===== config.mk =====
export PLATFORM = sky130hd
export DESIGN_NAME = gregorian_date_add_days_flat
export DESIGN_NICKNAME = d
export VERILOG_FILES = /design/src/rtl/core/gda_pkg.sv /design/src/rtl/core/gda_in_if.sv /design/src/rtl/core/gda_out_if.sv /design/src/rtl/core/gda_alu.sv /design/src/rtl/core/gregorian_date_add_days.sv /design/src/flat_wrapper.sv
export SDC_FILE = /design/constraint.sdc
export NUM_CORES = 1
export LEC_CHECK = 0
export ABC_CLOCK_PERIOD_IN_PS = 5500
export BUFFER_PORTS_ARGS = -buffer_cell sky130_fd_sc_hd__buf_2
export CAP_MARGIN = 20
export CORE_MARGIN = 1
export CORE_UTILIZATION = 30
export CTS_CLUSTER_SIZE = 8
export DETAILED_ROUTE_END_ITERATION = 10
export GPL_ROUTABILITY_DRIVEN = 0
export PLACE_DENSITY = 0.58
export SYNTH_ARGS = -nofsm -noshare
export SYNTH_HDL_FRONTEND = slang
export SYNTH_HIERARCHICAL = 1
export SYNTH_SLANG_ARGS = --single-unit

===== constraint.sdc =====
create_clock -name clk -period 5.5 [get_ports clk]
set_clock_uncertainty 0.1 [all_clocks]
set_input_delay 1.1 -clock clk [delete_from_list [all_inputs] [get_ports clk]]
set_output_delay 1.1 -clock clk [all_outputs]
set_load 0.02 [all_outputs]

===== src/rtl/core/gda_pkg.sv =====
// Package: constants, sequencer states, unit operations and calendar functions for the date adder.
package gda_pkg;

  localparam int YEAR_BITS_DEF  = 14;
  localparam int COUNT_BITS_DEF = 16;

  localparam int R400_W = 9;
  localparam int LEN_W  = 9;
  localparam int DAY_W  = 5;
  localparam int MON_W  = 4;

  // split 400 as 25 * 16; the reciprocal of 25 is exact for dividends below 91180
  localparam int CYCLE_LOW_W = 4;
  localparam int RECIP_W     = 17;
  localparam int RECIP_SHIFT = 21;
  localparam logic [DAY_W-1:0]   CYCLE_DIV = DAY_W'(25);
  localparam logic [RECIP_W-1:0] RECIP_DIV = RECIP_W'(83887);

  localparam logic [R400_W-1:0] CENTURY_1     = R400_W'(100);
  localparam logic [R400_W-1:0] CENTURY_2     = R400_W'(200);
  localparam logic [R400_W-1:0] CENTURY_3     = R400_W'(300);
  localparam logic [R400_W-1:0] CYCLE_LAST    = R400_W'(399);
  localparam logic [LEN_W-1:0]  YEAR_DAYS     = LEN_W'(365);
  localparam logic [LEN_W-1:0]  LEAP_YEAR_DAYS = LEN_W'(366);
  localparam logic [DAY_W-1:0]  FEB_DAYS      = DAY_W'(28);
  localparam logic [DAY_W-1:0]  FEB_LEAP_DAYS = DAY_W'(29);

  localparam logic [MON_W-1:0] MONTH_JAN = MON_W'(1);
  localparam logic [MON_W-1:0] MONTH_FEB = MON_W'(2);
  localparam logic [MON_W-1:0] MONTH_DEC = MON_W'(12);

  typedef enum logic [3:0] {
    ST_IDLE,
    ST_MOD,
    ST_CHK,
    ST_DOY,
    ST_REM,
    ST_CMP,
    ST_ADDX,
    ST_YEAR,
    ST_MON,
    ST_DONE
  } gda_state_t;

  typedef enum logic {
    OP_ADD,
    OP_SUB
  } gda_op_t;

  function automatic logic is_leap(input logic [R400_W-1:0] r);
    return (r[1:0] == 2'b00) && (r != CENTURY_1) && (r != CENTURY_2) && (r != CENTURY_3);
  endfunction

  function automatic logic [DAY_W-1:0] month_days(input logic [MON_W-1:0] m,
                                                  input logic leap);
    logic [DAY_W-1:0] n;
    case (m)
      4'd1, 4'd3, 4'd5, 4'd7, 4'd8, 4'd10, 4'd12: n = DAY_W'(31);
      4'd4, 4'd6, 4'd9, 4'd11:                  n = DAY_W'(30);
      MONTH_FEB:                                n = leap ? FEB_LEAP_DAYS : FEB_DAYS;
      default:                                  n = '0;
    endcase
    return n;
  endfunction

endpackage


===== src/rtl/core/gda_in_if.sv =====
// Interface: input channel carrying the start date and day count.
interface gda_in_if #(
  parameter int YEAR_BITS  = gda_pkg::YEAR_BITS_DEF,
  parameter int COUNT_BITS = gda_pkg::COUNT_BITS_DEF
);
  logic                  valid;
  logic                  ready;
  logic [4:0]            day;
  logic [3:0]            month;
  logic [YEAR_BITS-1:0]  year;
  logic [COUNT_BITS-1:0] days_to_add;

  modport source (output valid, day, month, year, days_to_add, input ready);
  modport sink   (input valid, day, month, year, days_to_add, output ready);
endinterface


===== src/rtl/core/gda_out_if.sv =====
// Interface: output channel carrying the resulting date and error flags.
interface gda_out_if #(
  parameter int YEAR_BITS = gda_pkg::YEAR_BITS_DEF
);
  logic                 valid;
  logic                 ready;
  logic [4:0]           new_day;
  logic [3:0]           new_month;
  logic [YEAR_BITS-1:0] new_year;
  logic                 bad_date;
  logic                 year_overflow;

  modport source (output valid, new_day, new_month, new_year, bad_date, year_overflow,
                  input ready);
  modport sink   (input valid, new_day, new_month, new_year, bad_date, year_overflow,
                  output ready);
endinterface


===== src/rtl/core/gda_alu.sv =====
// Shared add/subtract unit; carry out doubles as borrow on subtract.
module gda_alu #(
  parameter int W = 16
) (
  input  gda_pkg::gda_op_t op,
  input  logic [W-1:0]     a,
  input  logic [W-1:0]     b,
  output logic [W-1:0]     res,
  output logic             co
);
  import gda_pkg::*;

  always_comb begin
    if (op == OP_ADD) begin
      {co, res} = {1'b0, a} + {1'b0, b};
    end else begin
      {co, res} = {1'b0, a} - {1'b0, b};
    end
  end
endmodule


===== src/rtl/core/gregorian_date_add_days.sv =====
// Top level: sequencer, datapath registers and output register of the date adder.
//
//  channel   | dir | handshake   | payload
//  in_item   | in  | valid/ready | day, month, year, days_to_add
//  out_item  | out | valid/ready | new_day, new_month, new_year, bad_date, year_overflow
//
// An item is accepted, its year is reduced mod 400 by a reciprocal multiply, month and day
// are checked, the day of year is summed month by month, the days left in the year are
// compared with the count, the year loop steps year by year, the month loop walks the months
// and the result is loaded; the year loop on the shared add/sub unit sets the run time.
// rst is synchronous and clears the sequencer and output valid.
// in_item.ready is high only while idle; a finished result waits in the output register
// and the next item is taken while it waits.
module gregorian_date_add_days #(
  parameter int YEAR_BITS  = gda_pkg::YEAR_BITS_DEF,
  parameter int COUNT_BITS = gda_pkg::COUNT_BITS_DEF
) (
  input  logic      clk,
  input  logic      rst,
  gda_in_if.sink    in_item,
  gda_out_if.source out_item
);
  import gda_pkg::*;

  localparam int UW = (COUNT_BITS > 10) ? COUNT_BITS : 10;
  localparam int YW = YEAR_BITS + 1;
  localparam int ZW = YEAR_BITS - CYCLE_LOW_W;
  localparam int PW = ZW + RECIP_W;
  localparam int QW = PW - RECIP_SHIFT;

  gda_state_t state, state_next;

  logic [DAY_W-1:0]  d_r, d_r_next;
  logic [MON_W-1:0]  m_r, m_r_next;
  logic [MON_W-1:0]  mo, mo_next;
  logic [YW-1:0]     y2, y2_next;
  logic [UW-1:0]     x, x_next;
  logic [UW-1:0]     acc, acc_next;
  logic [UW-1:0]     tmp, tmp_next;
  logic [R400_W-1:0] r400, r400_next;
  logic [QW-1:0]     quo, quo_next;
  logic              bad, bad_next;
  logic              ovf, ovf_next;

  logic              out_valid;
  logic [DAY_W-1:0]  out_day;
  logic [MON_W-1:0]  out_month;
  logic [YEAR_BITS-1:0] out_year;
  logic              out_bad;
  logic              out_ovf;
  logic              load_out;

  gda_op_t           op;
  logic [UW-1:0]     a, b, res;
  logic              co;
  logic              leap;
  logic [DAY_W-1:0]  dim_cur;
  logic [LEN_W-1:0]  ylen;
  logic [R400_W-1:0] r400_inc;
  logic [YEAR_BITS-1:0] ycur;
  logic [ZW-1:0]     yhi;
  logic [PW-1:0]     prod;
  logic [ZW-1:0]     r25;

  gda_alu #(.W(UW)) u_alu (
    .op  (op),
    .a   (a),
    .b   (b),
    .res (res),
    .co  (co)
  );

  assign ycur     = y2[YEAR_BITS-1:0];
  assign leap     = is_leap(r400);
  assign dim_cur  = month_days(mo, leap);
  assign ylen     = leap ? LEAP_YEAR_DAYS : YEAR_DAYS;
  assign r400_inc = (r400 == CYCLE_LAST) ? '0 : r400 + R400_W'(1);
  assign yhi      = ycur[YEAR_BITS-1:CYCLE_LOW_W];
  assign prod     = PW'(yhi) * PW'(RECIP_DIV);
  assign r25      = yhi - ZW'(quo) * ZW'(CYCLE_DIV);

  assign in_item.ready = (state == ST_IDLE);

  always_ff @(posedge clk) begin
    if (rst) begin
      state <= ST_IDLE;
    end else begin
      state <= state_next;
    end
    d_r  <= d_r_next;
    m_r  <= m_r_next;
    mo   <= mo_next;
    y2   <= y2_next;
    x    <= x_next;
    acc  <= acc_next;
    tmp  <= tmp_next;
    r400 <= r400_next;
    quo  <= quo_next;
    bad  <= bad_next;
    ovf  <= ovf_next;
  end

  always_comb begin
    state_next = state;
    d_r_next   = d_r;
    m_r_next   = m_r;
    mo_next    = mo;
    y2_next    = y2;
    x_next     = x;
    acc_next   = acc;
    tmp_next   = tmp;
    r400_next  = r400;
    quo_next   = quo;
    bad_next   = bad;
    ovf_next   = ovf;
    op         = OP_SUB;
    a          = '0;
    b          = '0;
    load_out   = 1'b0;

    case (state)
      ST_IDLE: begin
        if (in_item.valid) begin
          d_r_next   = in_item.day;
          m_r_next   = in_item.month;
          y2_next    = {1'b0, in_item.year};
          x_next     = UW'(in_item.days_to_add);
          r400_next  = '0;
          bad_next   = 1'b0;
          ovf_next   = 1'b0;
          state_next = ST_MOD;
        end
      end
      ST_MOD: begin
        quo_next   = prod[PW-1:RECIP_SHIFT];
        state_next = ST_CHK;
      end
      ST_CHK: begin
        mo_next   = m_r;
        r400_next = {r25[DAY_W-1:0], ycur[CYCLE_LOW_W-1:0]};
        if (m_r == '0 || m_r > MONTH_DEC || d_r == '0) begin
          bad_next   = 1'b1;
          state_next = ST_DONE;
        end else begin
          state_next = ST_DOY;
        end
      end
      ST_DOY: begin
        if (mo == m_r) begin
          a = UW'(dim_cur);
          b = UW'(d_r);
          if (co) begin
            bad_next   = 1'b1;
            state_next = ST_DONE;
          end else begin
            acc_next   = UW'(d_r);
            mo_next    = MONTH_JAN;
            state_next = ST_REM;
          end
        end else begin
          state_next = ST_DOY;
          mo_next    = MONTH_JAN;
        end
      end
      ST_REM: begin
        if (mo == m_r) begin
          a = UW'(ylen);
          b = acc;
          tmp_next   = res;
          state_next = ST_CMP;
        end else begin
          op       = OP_ADD;
          a        = acc;
          b        = UW'(dim_cur);
          acc_next = res;
          mo_next  = mo + MON_W'(1);
        end
      end
      ST_CMP: begin
        a = x;
        b = tmp;
        if (co || res == '0) begin
          state_next = ST_ADDX;
        end else begin
          x_next     = res;
          y2_next    = y2 + YW'(1);
          r400_next  = r400_inc;
          state_next = ST_YEAR;
        end
      end
      ST_ADDX: begin
        op         = OP_ADD;
        a          = acc;
        b          = x;
        acc_next   = res;
        mo_next    = MONTH_JAN;
        state_next = ST_MON;
      end
      ST_YEAR: begin
        if (y2[YW-1]) begin
          ovf_next   = 1'b1;
          state_next = ST_DONE;
        end else begin
          a = x;
          b = UW'(ylen);
          if (!co && res != '0) begin
            x_next    = res;
            y2_next   = y2 + YW'(1);
            r400_next = r400_inc;
          end else begin
            acc_next   = x;
            mo_next    = MONTH_JAN;
            state_next = ST_MON;
          end
        end
      end
      ST_MON: begin
        a = acc;
        b = UW'(dim_cur);
        if (mo != MONTH_DEC && !co && res != '0) begin
          acc_next = res;
          mo_next  = mo + MON_W'(1);
        end else begin
          state_next = ST_DONE;
        end
      end
      ST_DONE: begin
        if (!out_valid || out_item.ready) begin
          load_out   = 1'b1;
          state_next = ST_IDLE;
        end
      end
      default: begin
        state_next = ST_IDLE;
      end
    endcase
  end

  always_ff @(posedge clk) begin
    if (rst) begin
      out_valid <= 1'b0;
    end else if (load_out) begin
      out_valid <= 1'b1;
    end else if (out_item.ready) begin
      out_valid <= 1'b0;
    end
    if (load_out) begin
      out_bad   <= bad;
      out_ovf   <= ovf;
      out_day   <= (bad || ovf) ? '0 : acc[DAY_W-1:0];
      out_month <= (bad || ovf) ? '0 : mo;
      out_year  <= (bad || ovf) ? '0 : ycur;
    end
  end

  assign out_item.valid         = out_valid;
  assign out_item.new_day       = out_day;
  assign out_item.new_month     = out_month;
  assign out_item.new_year      = out_year;
  assign out_item.bad_date      = out_bad;
  assign out_item.year_overflow = out_ovf;

endmodule


===== src/flat_wrapper.sv =====
// flat-port wrapper written by rule: the top's interface ports become plain ports
module gregorian_date_add_days_flat import gda_pkg::*;
#(
  parameter int YEAR_BITS  = gda_pkg::YEAR_BITS_DEF,
  parameter int COUNT_BITS = gda_pkg::COUNT_BITS_DEF
)
  (clk, rst, in_item_valid, in_item_day, in_item_month, in_item_year, in_item_days_to_add, in_item_ready, out_item_valid, out_item_new_day, out_item_new_month, out_item_new_year, out_item_bad_date, out_item_year_overflow, out_item_ready);
  gda_in_if #(.YEAR_BITS(YEAR_BITS), .COUNT_BITS(COUNT_BITS)) in_item_i ();
  gda_out_if #(.YEAR_BITS(YEAR_BITS)) out_item_i ();
  input  logic clk;
  input  logic rst;
  input wire logic [$bits(in_item_i.valid)-1:0] in_item_valid;
  input wire logic [$bits(in_item_i.day)-1:0] in_item_day;
  input wire logic [$bits(in_item_i.month)-1:0] in_item_month;
  input wire logic [$bits(in_item_i.year)-1:0] in_item_year;
  input wire logic [$bits(in_item_i.days_to_add)-1:0] in_item_days_to_add;
  output wire logic [$bits(in_item_i.ready)-1:0] in_item_ready;
  output wire logic [$bits(out_item_i.valid)-1:0] out_item_valid;
  output wire logic [$bits(out_item_i.new_day)-1:0] out_item_new_day;
  output wire logic [$bits(out_item_i.new_month)-1:0] out_item_new_month;
  output wire logic [$bits(out_item_i.new_year)-1:0] out_item_new_year;
  output wire logic [$bits(out_item_i.bad_date)-1:0] out_item_bad_date;
  output wire logic [$bits(out_item_i.year_overflow)-1:0] out_item_year_overflow;
  input wire logic [$bits(out_item_i.ready)-1:0] out_item_ready;
  assign in_item_i.valid = in_item_valid;
  assign in_item_i.day = in_item_day;
  assign in_item_i.month = in_item_month;
  assign in_item_i.year = in_item_year;
  assign in_item_i.days_to_add = in_item_days_to_add;
  assign in_item_ready = in_item_i.ready;
  assign out_item_valid = out_item_i.valid;
  assign out_item_new_day = out_item_i.new_day;
  assign out_item_new_month = out_item_i.new_month;
  assign out_item_new_year = out_item_i.new_year;
  assign out_item_bad_date = out_item_i.bad_date;
  assign out_item_year_overflow = out_item_i.year_overflow;
  assign out_item_i.ready = out_item_ready;
  gregorian_date_add_days #(.YEAR_BITS(YEAR_BITS), .COUNT_BITS(COUNT_BITS)) u_core (.clk(clk), .rst(rst), .in_item(in_item_i), .out_item(out_item_i));
endmodule

Yosys cells after proc, flatten, opt, wreduce, memory -nomap -nowiden
Index checks and enable logic that the tools add are counted.
Word-level totals
  flip-flop bits (word level): 123
  input bits: 43
Cells by class
  $add $sub $neg: 6
  multipliers: 2
  order comparisons: 1
  equality and inequality tests: 44
  multiplexer cells: 67
  reduce and logical (&&, ||, !) cells: 39
Operators by type and width (number)
  $mux W16: 14
  $pmux W16 S5: 2
  $pmux W16 S6: 1
  $mux W15: 4
  $mux W4: 15
  $mux W9: 6
  $pmux W16 S3: 1
  $pmux W15 S3: 1
  $pmux W4 S10: 1
  $pmux W9 S4: 1
  $eq A4 B3 Y1 const B: 8
  $eq A4 B4 Y1 const B: 7
  $mul A10 B17 Y27 const B: 1
  $pmux W4 S6: 1
  $reduce_and A5 Y1: 4
  $add A16 B16 Y17: 1
  $sub A16 B16 Y17: 1
  $eq A4 B2 Y1 const B: 4
  $logic_not A16 Y1: 1
  $ne A2 B1 Y1 const B: 8
  $reduce_bool A16 Y1: 1
  $add A15 B1 Y15 const B: 1
  $pmux W5 S3: 1
  $ne A2 B2 Y1 const B: 7
  37 further kinds: 67

Depth between registers and ports, before layout
  depth in word-level cells: 15
  depth in mapped cells: 25
  depth with buffers taken out: 22

Cells and area by module
Netlist, hierarchy kept.
Modules (own cells, without submodules)
  gregorian_date_add_days: instances 1, cells an instance 877, area each 9376.5 µm², seq. area each 3613.5 µm²
  gda_alu: instances 1, cells an instance 246, area each 1682.9 µm², seq. area each 0.0 µm²

Least setup slack after synthesis
OpenSTA, ideal clock, no wires.
  path type: reg-to-reg
  from: reg u_core.mo[0]
  to: reg u_core.acc[0], enable pin
  setup time: 394 ps
  arrival time: 5234 ps
  slack: -229 ps
  stages on the path, launching flop included: 23
  path buffers: 2
  cells stage by stage: edfxtp_1 buf_4 xnor2_2 nand4_4 nor2_2 a222oi_1 nand2_1 a221o_1 ha_1 fa_1 and2b_1 o211ai_2 a2111o_1 and2_4 o221ai_2 xor2_1 nor4_1 a41oi_1 clkbuf_1 a21oi_1 o32ai_1 nand2_1 a21oi_1
RTL lines
  start: declaration: line gregorian_date_add_days.sv:35  | logic [MON_W-1:0] mo, mo_next;
  start signal: assignment: line gregorian_date_add_days.sv:92  | mo <= mo_next;
  $eq A4 B1 Y1 (tied with other cells): line gda_pkg.sv:57  | case (m)
  $reduce_or A7 Y1 or $reduce_or A4 Y1 (tied branches): line gda_pkg.sv:57
  $pmux W5 S3: line gda_pkg.sv:57
  $mux W16: line gregorian_date_add_days.sv:166  | if (mo == m_r) begin
  $pmux W16 S6 *: line gregorian_date_add_days.sv:121  | case (state)
  net u_core.b[0]: line gregorian_date_add_days.sv:54  | logic [UW-1:0] a, b, res;
  $add A16 B16 Y17 or $sub A16 B16 Y17 (tied branches): line gda_alu.sv:15, gda_alu.sv:17
  $mux W16 *: line gda_alu.sv:14  | if (op == OP_ADD) begin
  net u_core.res[14]: line gregorian_date_add_days.sv:54
  $reduce_bool A16 Y1 *: line gregorian_date_add_days.sv:206, gregorian_date_add_days.sv:220
  $logic_and A1 B1 Y1 (on tied branches): line gregorian_date_add_days.sv:220, gregorian_date_add_days.sv:206
  $ne A2 B1 Y1 (no source line) or $ne A2 B2 Y1 (tied branches)
  $reduce_and A7 Y1 (no source line) *
  end signal: assignment: line gregorian_date_add_days.sv:95  | acc <= acc_next;
  end: declaration: line gregorian_date_add_days.sv:38  | logic [UW-1:0] acc, acc_next;
The timed path passes the listed nets; every way through them passes the cells marked *.
A chain may end at the register's enable or synchronous reset.

Final worst setup path
  from: reg u_core.y2[11]
  to: reg u_core.quo[3], data pin
Between the ends
  longest elaborated chain between the ends: 1
RTL lines
  start: declaration: line gregorian_date_add_days.sv:36  | logic [YW-1:0] y2, y2_next;
  start signal: assignment: line gregorian_date_add_days.sv:93  | y2 <= y2_next;
  $mul A10 B17 Y27: line gregorian_date_add_days.sv:79  | assign prod = PW'(yhi) * PW'(RECIP_DIV);
  net u_core.prod[24]: line gregorian_date_add_days.sv:62  | logic [PW-1:0] prod;
  end signal: assignment: line gregorian_date_add_days.sv:98  | quo <= quo_next;
  end: declaration: line gregorian_date_add_days.sv:41  | logic [QW-1:0] quo, quo_next;
The timed path passes the listed nets, and every way through them passes these cells.

==> results.md <==
- Htree depth: 4
- First-pass GRT wire length: 48640 um
- Worst path max stage delay: roughly 0.67 ns
- Root Driver: clkbuf_16
- Top cell type's share of synthesized area: roughly a third
- Synth Instances: approximately 1100
- Routed wl met2: roughly 14000 um
- HPWL after DPL: 24330 um
- Fmax: 187.8 MHz
- Worst-skew pair later-pin latency: between 0.4 and 0.5 ns
- Synth Cell Area: 11060 sq um
- Cell area after layout: 13130 sq um
- Most frequent cells in the layout: 149 x inv_1, 123 x ha_1, 117 x edfxtp_1
- Nets: between 1000 and 1500
- Share of cells above drive strength 1: between 20% and 30%
- Gr usage total: 16.44%
- Worst Setup End Kind: flop
- Status: finished clean
- IO buf count: 69
- Synth Register Bits: 122
- Die X: approximately 190 um
- Area contributors post-synth: edfxtp_1 32%, ha_1 14%, fa_1 9.6%
- Total die area: approximately 38000 sq um
- Wire length on met1: approximately 15000 um
- Arrival @ worst endpoint: around 5.4 ns
- Ys async rst share: 0%
- 1st-pass router iterations: 6
- Final Hold Vio Count: 0
- Fillers: between 3000 and 4000
- Period Utilization, post-route: approximately 97%
- Largest net degree at the start of global routing: 36
- Most frequent CP cell: fa_1
- Family with the most delay on the worst path: adder cells
- Synth warnings: 6
- Final ANT Viol Nets: 0
- Vias per Instance: 5.174
- Max Fanout on Critical Path: 4
- Sink count of the clock tree: around 120
- Worst-path cell chain: fa_1 > inv_1 > fa_1 > fa_1 > inv_1 > fa_1 > inv_1 > fa_1 > inv_1 > ha_1 > and3_1 > nor2_1 > o32ai_1 > a21oi_1 > xnor2_1
- DR iter-0 viols: 769
- Worst endpoint required time: approximately 5.6 ns
- Post-Place Cell Area: between 10000 and 15000 sq um
- Site Rows: a little under 70
- Final core occ: 36.56%
- Register area share after synthesis: ~33%
- Cell taking the most area after synthesis: edfxtp_1
- Ys flop type: edfxtp_1
- WS Path Type: reg -> reg
- Synth-to-layout area growth: 18.73%
- TritonCTS clock tree: built
- Post-CTS Hold Fix Bufs: 0
- FF+latch area: between 3000 and 4000 sq um
- Num CTS Buffers: 17
- Drt wl/cell: approximately 18 um
- Clk buf depth: 2
- Critical-path top delay cell: fa_1
- Final cell count without fillers: 1725
- Drt total wl: slightly above 30000 um
- Initial Utilization: ~31%
- Slew HR: between 30% and 40%
- Post-Place Cells: between 1500 and 2000
- Core Footprint: between 30000 and 40000 sq um
- Gr ovfl total: 0
- Crit start category: flop
- Vias in the first global route: 8783
- Met3 wire length: between 1500 and 2000 um
- Netlist cell types: 80
- Worst slack, placed: -0.09174 ns
- Syn Nets: 1344
- WP buf/inv: 4
- Number of synthesized flops with an enable pin: ~120
- Reg clk slew, reported paths: around 0.06 ns
- Min-delay worst type: reg -> reg
- I/O Pins: 70
- Post-route DRC: 0
- Worst setup margin: about 0.18 ns
- Syn Area/Cell: roughly 9.8 sq um
- Min Clock Period, post-route: between 5 and 6 ns
- Chip height: 194 um
- Max-Cap Viols: 0
- Vias after detailed routing: 8925
- Top routing layer in use: met4
- Pins Over Slew Limit: 0
- Least-Margin Pin Slew: roughly 1.0 ns
- Initial antenna violation count: 0
- Commonest non-fill, non-tap cell in the layout: inv_1
- Multi-input gate area: about 7000 sq um
- Inserted Diodes: 0
- Final setup fails: 0
## per-layer routing
metal / track usage, % / up-vias
met5: 0 / -
met1: 23.72 / 4314
met4: 3.586 / 0
li1: - / 4288
met2: 25.77 / 293
met3: 2.540 / 30
## area by class of cell
cell class / count / share of cell area (%)
multi-input cells: 804 / 51.84
repair buffers: 153 / 7.556
inverters: 153 / 4.393
well taps: 461 / 4.393
flip-flops and latches: 122 / 27.54
clock inverters: 15 / 1.039
clock buffers: 17 / 3.240
## metrics by stage
stage	hold WS, ns	TNS (ns)
2_1_floorplan	0.3244	0
3_3_place_gp	0.4957	-0.7617
3_5_place_dp	0.4886	-1.460
4_1_cts	0.5190	0
5_1_grt	0.5386	-0.1156
6_report	0.5168	0
## cells by family (layout without fill, tap and decap cells)
logic type,count (synthesis),count (layout),synth area share (%)
adder cells (fa/ha/maj),178,178,23.74
buffers and inverters,197,338,7.207
XOR/XNOR,57,57,4.888
flip-flops,122,122,32.67
AND/OR/NAND/NOR,292,292,13.18
AO/OA/AOI/OAI,252,252,15.87
multiplexers,25,25,2.444
## flip-flops by register name, summed over array words and instances, names as in the netlist
register	cells
u_core/out_item.new_month	4
u_core/out_item.new_day	5
u_core/out_item.year_overflow	1
u_core/quo	5
u_core/mo	4
u_core/d_r	5
u_core/r400	9
u_core/acc	16
u_core/tmp	16
u_core/m_r	4
u_core/ovf	1
u_core/y2	15
u_core/out_item.valid	1
u_core/state	4
u_core/out_item.new_year	14
u_core/x	16
u_core/bad	1
u_core/out_item.bad_date	1
## worst paths after layout
| kind | start | to | slack, ns | cells after the start |
|---|---|---|---|---|
| worst max-delay path | u_core/y2[11]$_DFFE_PP_ | u_core/quo[3]$_DFFE_PP_ | 0.18 | 15 |
| worst max register to register | u_core/y2[11]$_DFFE_PP_ | u_core/quo[3]$_DFFE_PP_ | 0.18 | 15 |
| worst min-delay path | u_core/x[9]$_DFFE_PP_ | u_core/acc[9]$_DFFE_PP_ | 0.52 | 1 |
| worst min register to register | u_core/x[9]$_DFFE_PP_ | u_core/acc[9]$_DFFE_PP_ | 0.52 | 1 |
## repair_timing
action,in CTS,in global routing
endpoints found under the setup margin,31,79
cloned,0,0
pin swaps,0,14
hold endpoints to repair,0,0
resized for setup,4,31
setup buffers,0,14
## cells in the mapped netlist, types with 18 or more instances
cell and number:
nand3_1 28, xor2_1 20, a222oi_1 19, ha_1 125, a22o_1 20, inv_1 149, o21ai_0 56, buf_2 19
nor2_1 58, nor3_1 21, edfxtp_1 117, fa_1 53, xnor2_1 33, and2_1 18, a21oi_1 55, nand2_1 93
## worst reg2reg max path, cell delays in order (launching register included)
cell	delay (ns)
edfxtp_1	0.42
fa_1	0.67
inv_1	0.14
fa_1	0.53
fa_1	0.56
inv_1	0.06
fa_1	0.53
inv_1	0.06
fa_1	0.50
inv_1	0.04
ha_1	0.29
and3_1	0.23
nor2_1	0.08
o32ai_1	0.57
a21oi_1	0.17
xnor2_1	0.15
Power is not shown: default switching activity piles up to over one toggle a cycle in this logic, so the estimate is an artifact.
